**config.mk**
```make
export PLATFORM = sky130hd
export DESIGN_NAME = smii_ram
export DESIGN_NICKNAME = d
export VERILOG_FILES = /design/src/hdl/assert_macros.svh /design/src/hdl/smii_ram.sv
export SDC_FILE = /design/constraint.sdc
export NUM_CORES = 1
export LEC_CHECK = 0
export ABC_AREA = 1
export BUFFER_PORTS_ARGS = -buffer_cell sky130_fd_sc_hd__clkbuf_2
export CAP_MARGIN = 20
export CORE_UTILIZATION = 40
export DETAILED_ROUTE_END_ITERATION = 6
export GPL_ROUTABILITY_DRIVEN = 1
export PLACE_DENSITY = 0.55
export RECOVER_POWER = 25
export REMOVE_ABC_BUFFERS = 1
export SLEW_MARGIN = 10
export SYNTH_ARGS = -nofsm -noshare
export SYNTH_HDL_FRONTEND = slang
export SYNTH_SLANG_ARGS = --single-unit
```
**constraint.sdc**
```tcl
create_clock -name clk -period 2 [get_ports clk]
set_input_delay 0.1 -clock clk [delete_from_list [all_inputs] [get_ports clk]]
set_output_delay 0.1 -clock clk [all_outputs]
set_load 0.03 [all_outputs]
```
**src/hdl/assert_macros.svh**
```systemverilog
// ----------------------------------------------------------------------------
// Assertion macros
// Clocked concurrent assertion helpers used by the RTL.
// ----------------------------------------------------------------------------
`ifndef ASSERT_MACROS_SVH
`define ASSERT_MACROS_SVH

// Property checked at every rising clk edge outside reset.
`define ASSERT_AT_CLK(label, prop, msg) \
  label: assert property (@(posedge clk) disable iff (rst) (prop)) else $error(msg);

// Condition that must never be seen at a rising clk edge outside reset.
`define ASSERT_NEVER_AT_CLK(label, cond, msg) \
  `ASSERT_AT_CLK(label, !(cond), msg)

`endif

```
**src/hdl/smii_ram.sv**
```systemverilog
`timescale 1ns / 1ps
// ----------------------------------------------------------------------------
// smii_ram
// Generic single write port, single read port RAM with registered read data.
// ----------------------------------------------------------------------------
module smii_ram #(
  parameter int WIDTH = 8,
  parameter int DEPTH = 16
) (
  input  logic                     clk,
  input  logic                     wr_en,
  input  logic [$clog2(DEPTH)-1:0] wr_addr,
  input  logic [WIDTH-1:0]         wr_data,
  input  logic                     rd_en,
  input  logic [$clog2(DEPTH)-1:0] rd_addr,
  output logic [WIDTH-1:0]         rd_data
);

  logic [WIDTH-1:0] mem [DEPTH];

  always_ff @(posedge clk) begin
    if (wr_en) begin
      mem[wr_addr] <= wr_data;
    end
    if (rd_en) begin
      rd_data <= mem[rd_addr];
    end
  end

endmodule

```
Yosys cells after proc, flatten, opt, wreduce, memory -nomap -nowiden
Memory sizes are Yosys's and may differ from the RTL's. A register that Yosys moved wholly into a read port is not among the register bits.
Cells that the tools add are included.
{"block": "classes", "mux": 2}
{"op": "1-bit 2-to-1 mux", "n": 2}
{"block": "word_totals", "mem_count": 1, "elab_cells": 3, "regBits": 0, "out_inout_bits": 8, "inputBits": 19, "mem_bits_rw": 128}
{"name": "mem", "depth": 16, "width": 8, "read_ports": 1, "rd_ports_with_merged_regs": 1, "write_ports": 1, "line_no": "smii_ram.sv:19", "rtl": "logic [WIDTH-1:0] mem [DEPTH];"}

Depth between registers and ports, before layout
{"block": "depth", "word_depth": 2, "depth_mapped": 8, "mapped_depth_nobuf": 7}

Least setup slack after synthesis
Ideal clock, no wire load.
{"block": "synth_path", "path_type": "input -> register", "from": "input port wr_addr[2]", "to": "memory mem[10][0], enable pin", "required_ns": 1.630, "setup_slack_ns": 0.949, "setup_time_ns": 0.370, "n_path_buf": 0, "cell_stages": 2, "t_arrival_ns": 0.681, "cell_sequence": "nand3b_1 nor2_1"}
{"item": "from (decl)", "line_no": "smii_ram.sv:12", "rtl": "input logic [$clog2(DEPTH)-1:0] wr_addr,"}
{"item": "to (decl)", "line_no": "smii_ram.sv:19"}
Straight into the memory's write port.

Worst setup path in the final report
{"block": "layout_path", "from": "register rd_data[4] (read register of mem)", "to": "output port rd_data[4]"}
{"item": "from (decl)", "line_no": "smii_ram.sv:16", "rtl": "output logic [WIDTH-1:0] rd_data"}
No word-level cell between the ends.

==> results.json <==
{
  "status": "completed",
  "syn_area_per_cell_um2": 10.6,
  "via_per_inst": 4.79,
  "drc_errors": 0,
  "drive_gt1_frac": 0.104,
  "cts_resized": 0,
  "finalMaxSlewViolations": 0,
  "cts_tree": "done",
  "cts.reportedPaths.clkPinSlew_ns": 0.05,
  "crit_chain": "clkbuf_2",
  "cp-end-kind": "primary output",
  "cts_made_buffers": 17,
  "hold_class": "input pin to flip-flop",
  "synth_cells": 551,
  "yosysSeqAreaShare": 0.698,
  "slew_headroom": 0.475,
  "synth_top_area_frac": 0.698,
  "dieArea_um2": 15100,
  "drt_iter0_markers": 253,
  "switching_share": 0.221,
  "finalCritPeriodShare": 0.579,
  "ir_drop_uv": 597,
  "syn-cell-area_um2": 5850,
  "fmax_mhz": 864,
  "io_buffers": 26,
  "fin_tns_setup_ns": 0,
  "cts-hold-fix-buffers": 0,
  "power.internal_mw": 4.87,
  "h-tree-depth": 4,
  "crit_required_ns": 1.90,
  "vias": 3762,
  "drt_first_pass_iters": 4,
  "ys_top_cells_by_area": "edfxtp_1, nand2_1, nand3_1",
  "cts_root_buf": "clkbuf_16",
  "crit_type": "flip-flop to primary output",
  "num-nets-final": 613,
  "area_growth_pct": 14.4,
  "routed_wl_um": 13500,
  "finalHoldViolCount": 0,
  "clockBufferDepth": 2,
  "grt_pass1_vias": 3770,
  "core_area_um2": 14100,
  "overflow": 0,
  "yosysTopAreaCell": "edfxtp_1",
  "rsz0062_at_grt": "false",
  "antenna_left": 0,
  "initial_utilization": 0.415,
  "combPwrFrac": 0.064,
  "highest_layer": "met4",
  "gp_congestion": 0.766,
  "ys_types": 11,
  "n_fill_cell": 1367,
  "seq_power_share": 0.518,
  "switchingPower_mw": 1.38,
  "clock_latency_ns": 0.42,
  "wl_met2_um": 6240,
  "worstMarginPinSlew_ns": 0.787,
  "pwr_density_cell_nw_per_um2": 934,
  "fp.dieH_um": 123,
  "die_w_um": 123,
  "grt_pass1_wl_um": 21100,
  "wl_met1_um": 6350,
  "critical_path.top_delay_family": "flip-flops",
  "critPathBufInv": 1,
  "synth-seq-cells": 136,
  "antenna_found_initial": 0,
  "route.met3.wl_um": 731,
  "dp_hpwl_um": 8340,
  "fin_crit_ns": 1.16,
  "grt_max_degree": 65,
  "p_leak_nw": 2.87,
  "fin_skew_ns": 0.00574,
  "slowest_delay_ns": 0.43,
  "grtUsageTotal": 0.198,
  "crit_fanout": 1,
  "ys.warnings.count": 0,
  "pwr-share-clk": 0.418,
  "diodes": 0,
  "cp.arrival_ns": 1.06,
  "stdcell_count": 786,
  "crit_slowest_cell": "edfxtp_1",
  "timing.hold.ws_ns": 0.185,
  "cts_setup_buffers": 0,
  "avgRoutedWirePerCell_um": 17.2,
  "numPlacedInstances": 755,
  "io-pin-count": 27,
  "cp-start-kind": "flip-flop",
  "max-cap-violations": 0,
  "clkSinkCount": 136,
  "num_rows": 43,
  "setup_viol": 0
}
-- registers in the layout, summed over array words and instances (netlist names) --
register	count
rd_data	8
mem	128
-- cell families (layout without fill, tap and decap cells) --
family                 count (synthesis)  after routing  synth area share
flip-flops                           136            136             0.698
buffers and inverters                126            181            0.0939
AND/OR/NAND/NOR                      289            289             0.208
-- final cells by class --
| type | count | area (um^2) | area share |
|---|---|---|---|
| clock buffers | 23 | 448 | 0.0670 |
| clock inverters | 8 | 32.5 | 0.00487 |
| inverters | 102 | 383 | 0.0573 |
| multi-input cells | 289 | 1210 | 0.182 |
| flip-flops and latches | 136 | 4080 | 0.611 |
| well taps | 180 | 225 | 0.0337 |
| repair buffers | 48 | 300 | 0.0449 |
-- Yosys cell counts --
| cell | instances |
|---|---|
| nand3_1 | 97 |
| buf_4 | 4 |
| nand3b_1 | 2 |
| inv_1 | 100 |
| inv_2 | 2 |
| buf_6 | 6 |
| edfxtp_1 | 136 |
| nand2_1 | 173 |
| buf_1 | 1 |
| buf_2 | 13 |
| nor2_1 | 17 |
-- per-stage QoR --
stage / setup WS [ns] / area (um^2) / utilization / power, mW
6_report: 0.843 / 6690 / 0.474 / 6.24
5_1_grt: 0.762 / 6690 / 0.474 / 6.48
4_1_cts: 0.825 / 6690 / 0.475 / 6.31
3_5_place_dp: 0.588 / 6210 / 0.441 / 3.70
3_3_place_gp: 0.571 / 6210 / 0.441 / 3.69
2_1_floorplan: 0.779 / 5680 / - / 3.49
-- path summary, 6_finish.rpt --
kind / depth (start not counted) / end / from / slack (ns)
setup / recovery: 1 / rd_data[4] / rd_data[4] / 0.84
setup reg to reg: 6 / rd_data[3] / mem[9][3] / 0.87
hold / removal: 3 / rd_data[1] / rd_addr[3] / 0.18
hold reg to reg: 6 / rd_data[1] / mem[12][1] / 0.74
-- layer usage --
metal  track usage  vias up
li1              -     1866
met1         0.271     1786
met3        0.0512       14
met4        0.0732        0
met2         0.305       96
met5             0        -
-- placed cells by master, fill, tap and decap left out --
master / count
nand2_1: 173
edfxtp_1: 136
inv_1: 100
nand3_1: 97
buf_4: 21
clkbuf_2: 20
nor2_1: 17
clkbuf_16: 17
clkbuf_1: 12
clkinv_1: 6
inv_2: 2
nand3b_1: 2
clkinv_2: 2
buf_12: 1
-- power by group through the flow --
stage                     clock, mW  combinational [mW]  sequential, mW
after global placement            0               0.403            3.29
after detailed placement          0               0.408            3.29
after global routing           2.79               0.447            3.24
after floorplan                   0               0.172            3.31
final                          2.61               0.399            3.23
after CTS                      2.66               0.410            3.23
Power figures use the tool's default switching activity.
