### src/hdl/assert_macros.svh
// ----------------------------------------------------------------------------
// Assertion macros
// Clocked concurrent assertion helpers used by the RTL.
// ----------------------------------------------------------------------------
`ifndef ASSERT_MACROS_SVH
`define ASSERT_MACROS_SVH

// Property checked at every rising clk edge outside reset.
`define ASSERT_AT_CLK(label, prop, msg) \
  label: assert property (@(posedge clk) disable iff (rst) (prop)) else $error(msg);

// Condition that must never be seen at a rising clk edge outside reset.
`define ASSERT_NEVER_AT_CLK(label, cond, msg) \
  `ASSERT_AT_CLK(label, !(cond), msg)

`endif

### src/hdl/smii_pkg.sv
`timescale 1ns / 1ps
// ----------------------------------------------------------------------------
// smii_pkg
// Shared constants, types and register indexes of the skin mask integral
// image unit.
// ----------------------------------------------------------------------------
package smii_pkg;

  localparam int FRAME_WIDTH  = 640;
  localparam int FRAME_HEIGHT = 480;

  localparam int PIX_W       = 8;
  localparam int CFG_W       = 8;
  localparam int CFG_INDEX_W = 3;
  localparam int INTEGRAL_W  = 19;

  localparam int COL_W = $clog2(FRAME_WIDTH);
  localparam int ROW_W = $clog2(FRAME_HEIGHT);
  // Skin count within one row never exceeds FRAME_WIDTH - 1.
  localparam int CNT_W = COL_W;

  localparam logic [CFG_W-1:0] RED_MIN_RESET    = 8'd95;
  localparam logic [CFG_W-1:0] GREEN_MIN_RESET  = 8'd40;
  localparam logic [CFG_W-1:0] BLUE_MIN_RESET   = 8'd20;
  localparam logic [CFG_W-1:0] RED_MARGIN_RESET = 8'd15;

  typedef enum logic [CFG_INDEX_W-1:0] {
    REG_RED_MIN    = 3'd0,
    REG_GREEN_MIN  = 3'd1,
    REG_BLUE_MIN   = 3'd2,
    REG_RED_MARGIN = 3'd3
  } cfg_reg_t;

  typedef struct packed {
    logic [CFG_W-1:0] red_min;
    logic [CFG_W-1:0] green_min;
    logic [CFG_W-1:0] blue_min;
    logic [CFG_W-1:0] red_margin;
  } thresh_t;

  typedef struct packed {
    logic [COL_W-1:0] col;
    logic             col_zero;
    logic             row_zero;
    logic             last;
  } pos_t;

endpackage

### src/hdl/smii_frame_counter.sv
`timescale 1ns / 1ps
// ----------------------------------------------------------------------------
// smii_frame_counter
// Column and row position of the next pixel in raster order, with border
// and end-of-frame flags.
// ----------------------------------------------------------------------------
module smii_frame_counter (
  input  logic              clk,
  input  logic              rst,
  input  logic              advance,
  output smii_pkg::pos_t    pos
);

  logic [smii_pkg::COL_W-1:0] col;
  logic [smii_pkg::ROW_W-1:0] row;
  logic                       col_last;
  logic                       row_last;

  assign col_last = (col == smii_pkg::COL_W'(smii_pkg::FRAME_WIDTH - 1));
  assign row_last = (row == smii_pkg::ROW_W'(smii_pkg::FRAME_HEIGHT - 1));

  assign pos.col      = col;
  assign pos.col_zero = (col == '0);
  assign pos.row_zero = (row == '0);
  assign pos.last     = col_last && row_last;

  always_ff @(posedge clk) begin
    if (rst) begin
      col <= '0;
      row <= '0;
    end else if (advance) begin
      if (col_last) begin
        col <= '0;
        // wrap to the top after the last row
        row <= row_last ? '0 : row + 1'b1;
      end else begin
        col <= col + 1'b1;
      end
    end
  end

endmodule

### config.mk
export PLATFORM = sky130hd
export DESIGN_NAME = smii_frame_counter
export DESIGN_NICKNAME = d
export VERILOG_FILES = /design/src/hdl/assert_macros.svh /design/src/hdl/smii_pkg.sv /design/src/hdl/smii_frame_counter.sv
export SDC_FILE = /design/constraint.sdc
export NUM_CORES = 1
export LEC_CHECK = 0
export CELL_PAD_IN_SITES_DETAIL_PLACEMENT = 2
export CELL_PAD_IN_SITES_GLOBAL_PLACEMENT = 2
export CORE_MARGIN = 5
export CORE_UTILIZATION = 39
export DETAILED_ROUTE_END_ITERATION = 16
export DONT_BUFFER_PORTS = 1
export PLACE_DENSITY_LB_ADDON = 0.1
export SETUP_SLACK_MARGIN = 0.1
export SLEW_MARGIN = 0
export SYNTH_ARGS = -nofsm -noshare
export SYNTH_HDL_FRONTEND = slang
export SYNTH_SLANG_ARGS = --single-unit
### constraint.sdc
create_clock -name clk -period 2.6 [get_ports clk]
set_input_delay 0.52 -clock clk [delete_from_list [all_inputs] [get_ports clk]]
set_output_delay 0.52 -clock clk [all_outputs]
set_load 0.01 [all_outputs]
Yosys cells after proc, flatten, opt, wreduce, memory -nomap -nowiden
Index checks and enable logic that the tools add are counted.
{ "totals": {"register_bits": 19, "in_bits": 3, "out_inout_bits": 13, "word_cells": 12} }
{ "classes": {"addsub": 2, "eq_ne": 2, "n_mux": 2, "n_reduce_logical": 4} }
{ "ops": {"columns": ["op", "count"], "rows": [
  ["adder 10 x 1 -> 10 bit (second input constant)", 1],
  ["equality test 10 bit (second input constant)", 1],
  ["logical NOT 10 bit", 1],
  ["2-to-1 mux 10 bit", 1],
  ["adder 9 x 1 -> 9 bit (second input constant)", 1],
  ["equality test 9 bit (second input constant)", 1],
  ["logical NOT 9 bit", 1],
  ["2-to-1 mux 9 bit", 1],
  ["AND reduction 2 bit", 1],
  ["logical AND 1 bit", 1]
]} }

Longest topological paths before layout
{ "depth": {"depth_word": 2, "ltp_mapped": 7} }

Least setup slack after synthesis
Ideal clock, no wire load.
{ "synth_timing": {"path_type": "reg-to-output", "start": "register col[0] (netlist name)", "end": "output port pos[2] (netlist name)", "t_arrival_ns": 1.189, "t_required_ns": 2.080, "path_slack_ns": 0.891, "path_stages_with_launch": 6, "path_buffers": 0, "path_cell_list": "dfxtp_1 > inv_1 > ha_1 > nor4b_1 > nand2_1 > nor4_1"} }
{ "synth_lines": {"columns": ["element", "line", "source"], "rows": [
  ["from (decl)", "smii_frame_counter.sv:14", "logic [smii_pkg::COL_W-1:0] col;"],
  ["from (signal assigned)", "smii_frame_counter.sv:37", "col <= col + 1'b1;"],
  ["to (decl)", "smii_frame_counter.sv:11", "output smii_pkg::pos_t pos"]
]} }

==> impl_metrics.toml <==
[clock_tree]
postCtsSetupBuffers = 0
h-tree-depth = 1
numCtsBuffers = 3
root_buffer = "clkbuf_4"
cts_sinks = 19
cts.repair.resized = 0
ctsHoldBuffers = 0
cts_tree = "built"
clkTransAtPathRegs_ps = 120
clk_path_buf_depth = 2
insertion_delay_ps = 300

[place]
post-place-ws_ps = 635
hpwl_mm = 1.84
placed_area_sq_um = 1010
gp_congestion = 0.739
io_buffers = 0
placedCellCount = 143

[yosys]
ys_warn_count = 0
synthTopCellsByArea = "dfxtp_1, xor2_1, a21oi_1, ha_1, nand2_1"
yosys_register_bits = 19
synth.yosys.seq_area_share_pct = 37.5
avgSynthCellArea_sq_um = 8.52
synth_top_area_cell = "dfxtp_1"
synthCells = 119
synth.top_cell.area_share_pct = 37.5
syn_area_sq_um = 1010
synth_nets = 126
synth_cell_type_count = 29

[global_routing]
antenna_found_initial = 0
first_global_vias = 886
grt_max_degree = 23
grt_pass1_wl_mm = 4.11
grtUsageTotal_pct = 14.7
overflow = 0

[floorplanning]
rows = 18
die_area_sq_um = 3720
ios = 16
die_w_microns = 61.0
initial_utilization_pct = 40.9
design.core.area_sq_um = 2480
die_y_microns = 61.0

[sta]
finalSetupTns_ps = 0
rsz0062_at_grt = "no"
worstMarginPinSlew_ps = 534
setup_slack_ps = 339
fin_worst_skew_ps = 7.10
hold_viol_final = 0
fmax_mhz = 442
maxSlewHeadroom_pct = 64.1
finalCriticalPeriod_ps = 2260
slew_violations = 0
fin_crit_sh_pct = 87.0
setup_viol = 0

[drt]
final_antenna_net_count = 0
wl_per_cell_microns = 16.5
vias = 857
wl_mm = 2.43
route.detailed.drc = 0
dr.pass1.iters = 4
via_per_inst = 5.83
drtIter0Drc = 22

[cells_and_area]
layout_commonest_cell = "dfxtp_1"
layout.nets = 125
fin_area_sq_um = 1040
final_cell_mix = "dfxtp_1, nand2_1, a21oi_1"
n_antenna_cell = 0
instances_no_fill = 147
area_growth_pct = 2.47
drive_above_1_share_pct = 6.84

[power_and_ir_drop]
p_total_uw = 465
max-vdd-ir-drop_uv = 395
powerDensity_nw_per_um2 = 448
leakage_nw = 0.342

[critical_path]
crit_required_ps = 2080
cp-end-kind = "primary output"
criticalPathCategory = "register to primary output"
crit_fanout = 5
cp.arrival_ps = 1740
cp-start-kind = "register"

[run_status]
status = "complete, no violations"

[job]
maxCapViolations = 0

[worst_hold_path]
worstHoldPathType = "input pin to register"
-- worst max-delay path, stage by stage (launching register included) --
cell     delay (ps)
dfxtp_1         400
inv_1           110
ha_1            160
nor4b_1         270
nand2_1          90
nor4_1          420
-- power breakdown --
group	internal (mW)	total, mW	leakage (nW)	switching, mW
Combinational	0.00661	0.0133	0.171	0.00670
Sequential	0.293	0.298	0.153	0.00448
Clock	0.0573	0.154	0.0177	0.0964
-- registers in the layout, summed over array words and instances, names as in the netlist --
register  count
col          10
row           9
-- kinds of logic after synthesis --
| logic type | Yosys count | share of synthesized area [%] |
|---|---|---|
| AO/OA/AOI/OAI | 16 | 7.90 |
| flip-flops | 19 | 37.5 |
| adder cells (fa/ha/maj) | 4 | 4.94 |
| buffers and inverters | 11 | 5.80 |
| AND/OR/NAND/NOR | 60 | 36.1 |
| XOR/XNOR | 9 | 7.78 |
-- area by class of cell --
cell class                 instances  area (sq um)
tap                               30          37.5
clock inverter                     1          5.00
clock buffer                       3          22.5
inverter                           5          18.8
multi-input combinational         89           574
sequential                        19           380
fill                             309          1440
-- through the flow --
step / utilization [%] / hold slack [ps]
after detailed placement: 40.8 / 507
after CTS: 41.9 / 258
after global routing: 41.9 / 237
final: 41.9 / 273
after global placement: 40.8 / 480
after floorplan: - / 462
-- layer usage --
layer / global-route usage (%) / routed length (microns)
met5: 0 / 0
met2: 24.9 / 1220
met4: 2.79 / 15
met3: 4.47 / 91
met1: 18.4 / 1110
-- cells in the mapped netlist --
master and instances:
and3_1 2, and3_2 2, or3_1 1, a21oi_1 10, nor3_1 5, nand4_1 6, buf_1 1, xor2_1 7
clkbuf_1 1, nand3_4 1, inv_1 5, and2_1 2, nor3b_4 1, nand2b_1 5, and4b_1 1, nand4b_1 1
nand2_1 11, nor4b_1 1, buf_2 2, nor2_1 7, ha_1 4, dfxtp_1 19, nor4_1 2, xnor2_1 2
o21ai_0 6, and4_1 3, buf_6 2, nand3_1 5, or4_1 4
-- worst paths after layout --
| kind | from | end | slack (ps) | cells past startpoint |
|---|---|---|---|---|
| max | col[0]$_SDFFE_PP0P_ | pos[2] | 340 | 5 |
| min | rst | row[5]$_SDFFE_PP0P_ | 270 | 1 |
| max reg2reg | col[0]$_SDFFE_PP0P_ | row[8]$_SDFFE_PP0P_ | 690 | 5 |
| min reg2reg | row[1]$_SDFFE_PP0P_ | row[1]$_SDFFE_PP0P_ | 520 | 2 |
Note: power is estimated with default switching activity, not from simulation.
