## src/hdl/assert_macros.svh

```systemverilog
// ----------------------------------------------------------------------------
// Assertion macros
// Clocked concurrent assertion helpers used by the RTL.
// ----------------------------------------------------------------------------
`ifndef ASSERT_MACROS_SVH
`define ASSERT_MACROS_SVH

// Property checked at every rising clk edge outside reset.
`define ASSERT_AT_CLK(label, prop, msg) \
  label: assert property (@(posedge clk) disable iff (rst) (prop)) else $error(msg);

// Condition that must never be seen at a rising clk edge outside reset.
`define ASSERT_NEVER_AT_CLK(label, cond, msg) \
  `ASSERT_AT_CLK(label, !(cond), msg)

`endif

```

## src/hdl/smii_pkg.sv

```systemverilog
`timescale 1ns / 1ps
// ----------------------------------------------------------------------------
// smii_pkg
// Shared constants, types and register indexes of the skin mask integral
// image unit.
// ----------------------------------------------------------------------------
package smii_pkg;

  localparam int FRAME_WIDTH  = 640;
  localparam int FRAME_HEIGHT = 480;

  localparam int PIX_W       = 8;
  localparam int CFG_W       = 8;
  localparam int CFG_INDEX_W = 3;
  localparam int INTEGRAL_W  = 19;

  localparam int COL_W = $clog2(FRAME_WIDTH);
  localparam int ROW_W = $clog2(FRAME_HEIGHT);
  // Skin count within one row never exceeds FRAME_WIDTH - 1.
  localparam int CNT_W = COL_W;

  localparam logic [CFG_W-1:0] RED_MIN_RESET    = 8'd95;
  localparam logic [CFG_W-1:0] GREEN_MIN_RESET  = 8'd40;
  localparam logic [CFG_W-1:0] BLUE_MIN_RESET   = 8'd20;
  localparam logic [CFG_W-1:0] RED_MARGIN_RESET = 8'd15;

  typedef enum logic [CFG_INDEX_W-1:0] {
    REG_RED_MIN    = 3'd0,
    REG_GREEN_MIN  = 3'd1,
    REG_BLUE_MIN   = 3'd2,
    REG_RED_MARGIN = 3'd3
  } cfg_reg_t;

  typedef struct packed {
    logic [CFG_W-1:0] red_min;
    logic [CFG_W-1:0] green_min;
    logic [CFG_W-1:0] blue_min;
    logic [CFG_W-1:0] red_margin;
  } thresh_t;

  typedef struct packed {
    logic [COL_W-1:0] col;
    logic             col_zero;
    logic             row_zero;
    logic             last;
  } pos_t;

endpackage

```

## src/hdl/smii_classifier.sv

```systemverilog
`timescale 1ns / 1ps
// ----------------------------------------------------------------------------
// smii_classifier
// RGB skin color rule: thresholds per channel and red dominance by a margin.
// ----------------------------------------------------------------------------
module smii_classifier (
  input  smii_pkg::thresh_t           thr,
  input  logic [smii_pkg::PIX_W-1:0]  red,
  input  logic [smii_pkg::PIX_W-1:0]  green,
  input  logic [smii_pkg::PIX_W-1:0]  blue,
  output logic                        skin
);

  logic [smii_pkg::PIX_W-1:0] low_gb;
  logic [smii_pkg::PIX_W:0]   green_plus;
  logic [smii_pkg::PIX_W:0]   low_plus;
  logic [smii_pkg::PIX_W:0]   red_ext;

  assign low_gb     = (green < blue) ? green : blue;
  // one extra bit so the margin sum cannot wrap
  assign green_plus = {1'b0, green} + {1'b0, thr.red_margin};
  assign low_plus   = {1'b0, low_gb} + {1'b0, thr.red_margin};
  assign red_ext    = {1'b0, red};

  assign skin = (red > thr.red_min) && (green > thr.green_min) &&
                (blue > thr.blue_min) && (red > green) && (red > blue) &&
                (red_ext > green_plus) && (red_ext > low_plus);

endmodule

```

## config.mk

```make
export PLATFORM = sky130hd
export DESIGN_NAME = smii_classifier
export DESIGN_NICKNAME = d
export VERILOG_FILES = /design/src/hdl/assert_macros.svh /design/src/hdl/smii_pkg.sv /design/src/hdl/smii_classifier.sv
export SDC_FILE = /design/constraint.sdc
export NUM_CORES = 1
export LEC_CHECK = 0
export BUFFER_PORTS_ARGS = -buffer_cell sky130_fd_sc_hd__buf_2
export CORE_MARGIN = 1.5
export CORE_UTILIZATION = 40
export DETAILED_ROUTE_END_ITERATION = 10
export GPL_TIMING_DRIVEN = 0
export PLACE_DENSITY = 0.66
export SLEW_MARGIN = 40
export SYNTH_ARGS = -nofsm -noshare
export SYNTH_HDL_FRONTEND = slang
export SYNTH_SLANG_ARGS = --single-unit
export TNS_END_PERCENT = 1
```

## constraint.sdc

```tcl
create_clock -name vclk -period 3.9
set_clock_uncertainty 0.15 [all_clocks]
set_input_delay 0.195 -clock vclk [all_inputs]
set_output_delay 0.195 -clock vclk [all_outputs]
set_load 0.05 [all_outputs]
```

Word level (Yosys, flattened, before mapping):

Index checks and enable logic that the tools add are counted.
W data, S select, Z words.

* register bits after elaboration: 0
* bits in latches: 0
* memory bits (writable): 0
* memory bits (read-only): 0
* input port bits: 56
* logic and storage cells: 17
* memories kept: 0

* add/sub/neg operators: 2
* multiply operators: 0
* div/mod/pow operators: 0
* magnitude comparators: 8
* equality and inequality tests: 0
* shift operators: 0
* mux-type cells: 1
* bitwise logic cells: 0
* reductions and logical operators: 6

Operator list (number)
* $gt A8 B8 Y1: 5
* $add A8 B8 Y9: 2
* $gt A8 B9 Y1: 2
* $lt A8 B8 Y1: 1
* $mux W8: 1
* $logic_and A1 B1 Y1: 6

Longest topological paths before layout:

* word-level depth: 7
* mapped depth: 21
* gate-level depth less buffers: 21

Least setup slack after synthesis:

OpenSTA, ideal clock, no wires.

* kind: in2out
* start: input port blue[4] (netlist bit)
* end: output port skin
* data arrival time: 4.077 ns
* path slack: -0.522 ns
* cell stages on the path: 20
* buffers on the path: 0
* path through: inv_1 ha_1 a21oi_1 nor2_1 a211oi_1 o21ai_1 a21oi_4 mux2i_1 ha_1 a21o_1 a21oi_1 o21ai_0 o41ai_1 xor2_1 ha_1 nand3_1 a31oi_1 a211oi_1 nor4_1 o2111a_1

* longest elaborated chain between the ends: 6

RTL lines
* start: declaration: line smii_classifier.sv:10 `input logic [smii_pkg::PIX_W-1:0] blue,`
* parallel branches: the longest is 5 deep, another holds $add A8 B8 Y9
* $logic_and A1 B1 Y1 *: line smii_classifier.sv:27 `(red_ext > green_plus) && (red_ext > low_plus);`
* end: declaration: line smii_classifier.sv:11 `output logic skin`

Every way passes the cells marked *.

Worst setup path in the final report:

* start: input port blue[3] (netlist bit)
* end: output port skin

The elaborated chain is that of the path after synthesis.

==> impl_metrics.ini <==
[synth]
synth_top_area_share_pct = 47.1
yosysTopAreaCell = ha_1
synth-warning-count = 0
yosysUniqueCellTypes = 39
synthTopCellsByCount = ha_1, inv_1, a21oi_1
syn_area_per_cell_um2 = 7.93
synth_area_mm2 = 0.00215
yosysMostFrequentCell = ha_1
syn-instance-count = 271
ys_seq_area_share_pct = 0
synthTopCellsByArea = ha_1, inv_1, a21oi_1, mux2i_1, xor2_1
syn-num-nets = 410

[worst_hold_path]
worstHoldPathType = input port to output pin

[setup_path]
worst_path_max_delay_cell = nor4_2
start_kind = input port
crit_chain = buf_2 > inv_2 > ha_2 > a21oi_2 > nor2_1 > a211oi_1 > o21ai_1 > a21oi_4 > mux2i_2 > ha_1 > a21o_1 > a21oi_2 > o21ai_2 > o41ai_2 > xor2_1 > ha_1 > nand3_2 > o311ai_2 > nor4_2 > o2111a_2 > buf_8
worst-path-stages = 21
arrival_ns = 4.10
max_stage_delay_ns = 0.37
cp-startpoint = blue[3]
worstPathRequired_ns = 3.56
path_buf_inv = 3
cp_max_fo = 4
endpoint_kind = output pin
worstSetupPathType = input port to output pin
crit_end = skin
critPathTopFamily = compound AO/OA/AOI/OAI gates

[pwr]
p_leak_nw = 1.49
total_power_mw = 0.458
cellPowerDensity_mw_per_mm2 = 165
irDropWorstVdd_v = 0.0000775

[global_routing]
overflow = 0
antenna_found_initial = 0
grt_pass1_wl_um = 9250
grt_pass1_vias = 2090
grt_max_degree = 6
grtUsageTotal_pct = 19.0

[final_layout]
diodes = 0
syn2layout_area_growth_pct = 29.0
seq_cells = 0
fin_nets = 476
fillers = 521
regArea_um2 = 0
instances_no_fill = 405
drive_above_1_share_pct = 28.7
clock_buffers = 0
finish.utilization_pct = 54.0
stdcell_area_mm2 = 0.00277

[die]
num_rows = 26
io_pins = 57
core-area_mm2 = 0.00514
die-area_mm2 = 0.00582
start_util_pct = 41.8
dieWidth_um = 76.3
die_height_um = 76.3

[timing]
relSlewSlack_pct = 59.2
timing_hold_violations_final = 0
worst_slack_ns = -0.548
finalCritPeriodShare_pct = 114
finalSetupViolations = 1
worstMarginPinSlew_ns = 0.597
max_freq_ghz = 0.225
timing.final.crit_period_ns = 4.45
grt_setup_unrepaired = yes
slew_viol_final = 0

[placed_design]
gp_congestion = 0.880
port-buffer-count = 57
hpwl_um = 4830
dp.cells = 398
place_ws_ns = -1.02
place_area_mm2 = 0.00261

[routing]
wl_per_cell_um = 13.5
final_antenna_net_count = 0
drc = 0
via_per_inst = 5.22
drtPass1Iterations = 4
vias = 2115
routed_wl_um = 5460
drt_iter0_markers = 75

[outcome]
failed_checks = setup timing
status = finished with violations

[job]
drv_cap = 0

[cts]
ctsHoldBuffers = 0
cell usage in the layout, fill, tap and decap left out, types with 2 or more instances in the layout:
| master | netlist | layout |
|---|---|---|
| nand3_1 | 7 | 6 |
| o21ai_0 | 7 | 6 |
| a21oi_1 | 20 | 17 |
| o211ai_1 | 4 | 4 |
| nor4_2 | 0 | 2 |
| o21ai_1 | 2 | 2 |
| o21a_1 | 3 | 3 |
| buf_2 | 0 | 54 |
| a21oi_2 | 1 | 4 |
| buf_4 | 0 | 6 |
| buf_8 | 0 | 2 |
| a211oi_1 | 6 | 5 |
| nand4_1 | 10 | 10 |
| nor2b_1 | 10 | 10 |
| inv_1 | 40 | 35 |
| mux2i_1 | 8 | 6 |
| xnor2_1 | 3 | 3 |
| ha_4 | 0 | 4 |
| nand3_2 | 1 | 2 |
| nand2_1 | 12 | 12 |
| a21o_1 | 5 | 5 |
| and3_1 | 3 | 3 |
| ha_1 | 81 | 76 |
| xor2_1 | 8 | 8 |
| nor2_1 | 13 | 13 |
| a31oi_1 | 3 | 2 |
| nor3_1 | 3 | 2 |
| inv_2 | 0 | 3 |
| nand2b_1 | 2 | 2 |
through the flow:
step / hold slack, ns / setup TNS [ns]
finish: 0.991 / -0.548
global route: 1.01 / -0.784
CTS: 0.984 / -0.587
detailed placement: 1.02 / -1.02
global placement: 1.01 / -0.954
floorplan: 0.758 / -0.107
routing by layer:
layer	vias to the layer above	global-route usage [%]	part of all wire (%)
li1	1131	-	-
met1	952	25.9	49
met2	32	35.3	48
met3	0	0.120	2.3
met4	0	0	0
met5	-	0	0
report_power, final:
group          leakage (nW)  switching [mW]  internal [mW]
Combinational          1.49           0.240          0.219
Clock                     0               0              0
Sequential                0               0              0
layout make-up:
type / count / area [um^2] / area share [%]
Multi-Input combinational cell: 231 / 2140 / 77.3
Timing Repair Buffer: 64 / 377 / 13.6
Tap cell: 70 / 87.6 / 3.16
Inverter: 40 / 165 / 5.95
tightest hold or removal path, stage by stage:
cell and delay [ns]:
buf_2 0.09, ha_1 0.18, nand2_1 0.07, o2111a_2 0.26
buf_8 0.15
kinds of logic after synthesis:
group | Yosys count | synth area share (%)
AOI/OAI and AO/OA | 62 | 19.3
buffers and inverters | 40 | 6.98
and+or+nand+nor | 67 | 16.5
muxes | 8 | 3.73
xor gates and xnor gates | 11 | 4.48
adders and majority gates | 83 | 49.0
repair_timing:
item                       CTS  global route
hold endpoints to repair     0             0
setup buffers                4             3
resized for setup           20             4
pin swaps                   16            13
setup endpoints to repair    1             1
how the worst min path moves through the flow:
stage | start | end | cells after the start | slack (ns)
after global placement | thr[7] | skin | 5 | 1.01
after global routing | thr[7] | skin | 5 | 1.01
after detailed placement | thr[6] | skin | 5 | 1.02
after CTS | thr[6] | skin | 5 | 0.98
after floorplan | green[0] | skin | 5 | 0.76
final | thr[7] | skin | 5 | 0.99
(Power assumes the default switching activity.)
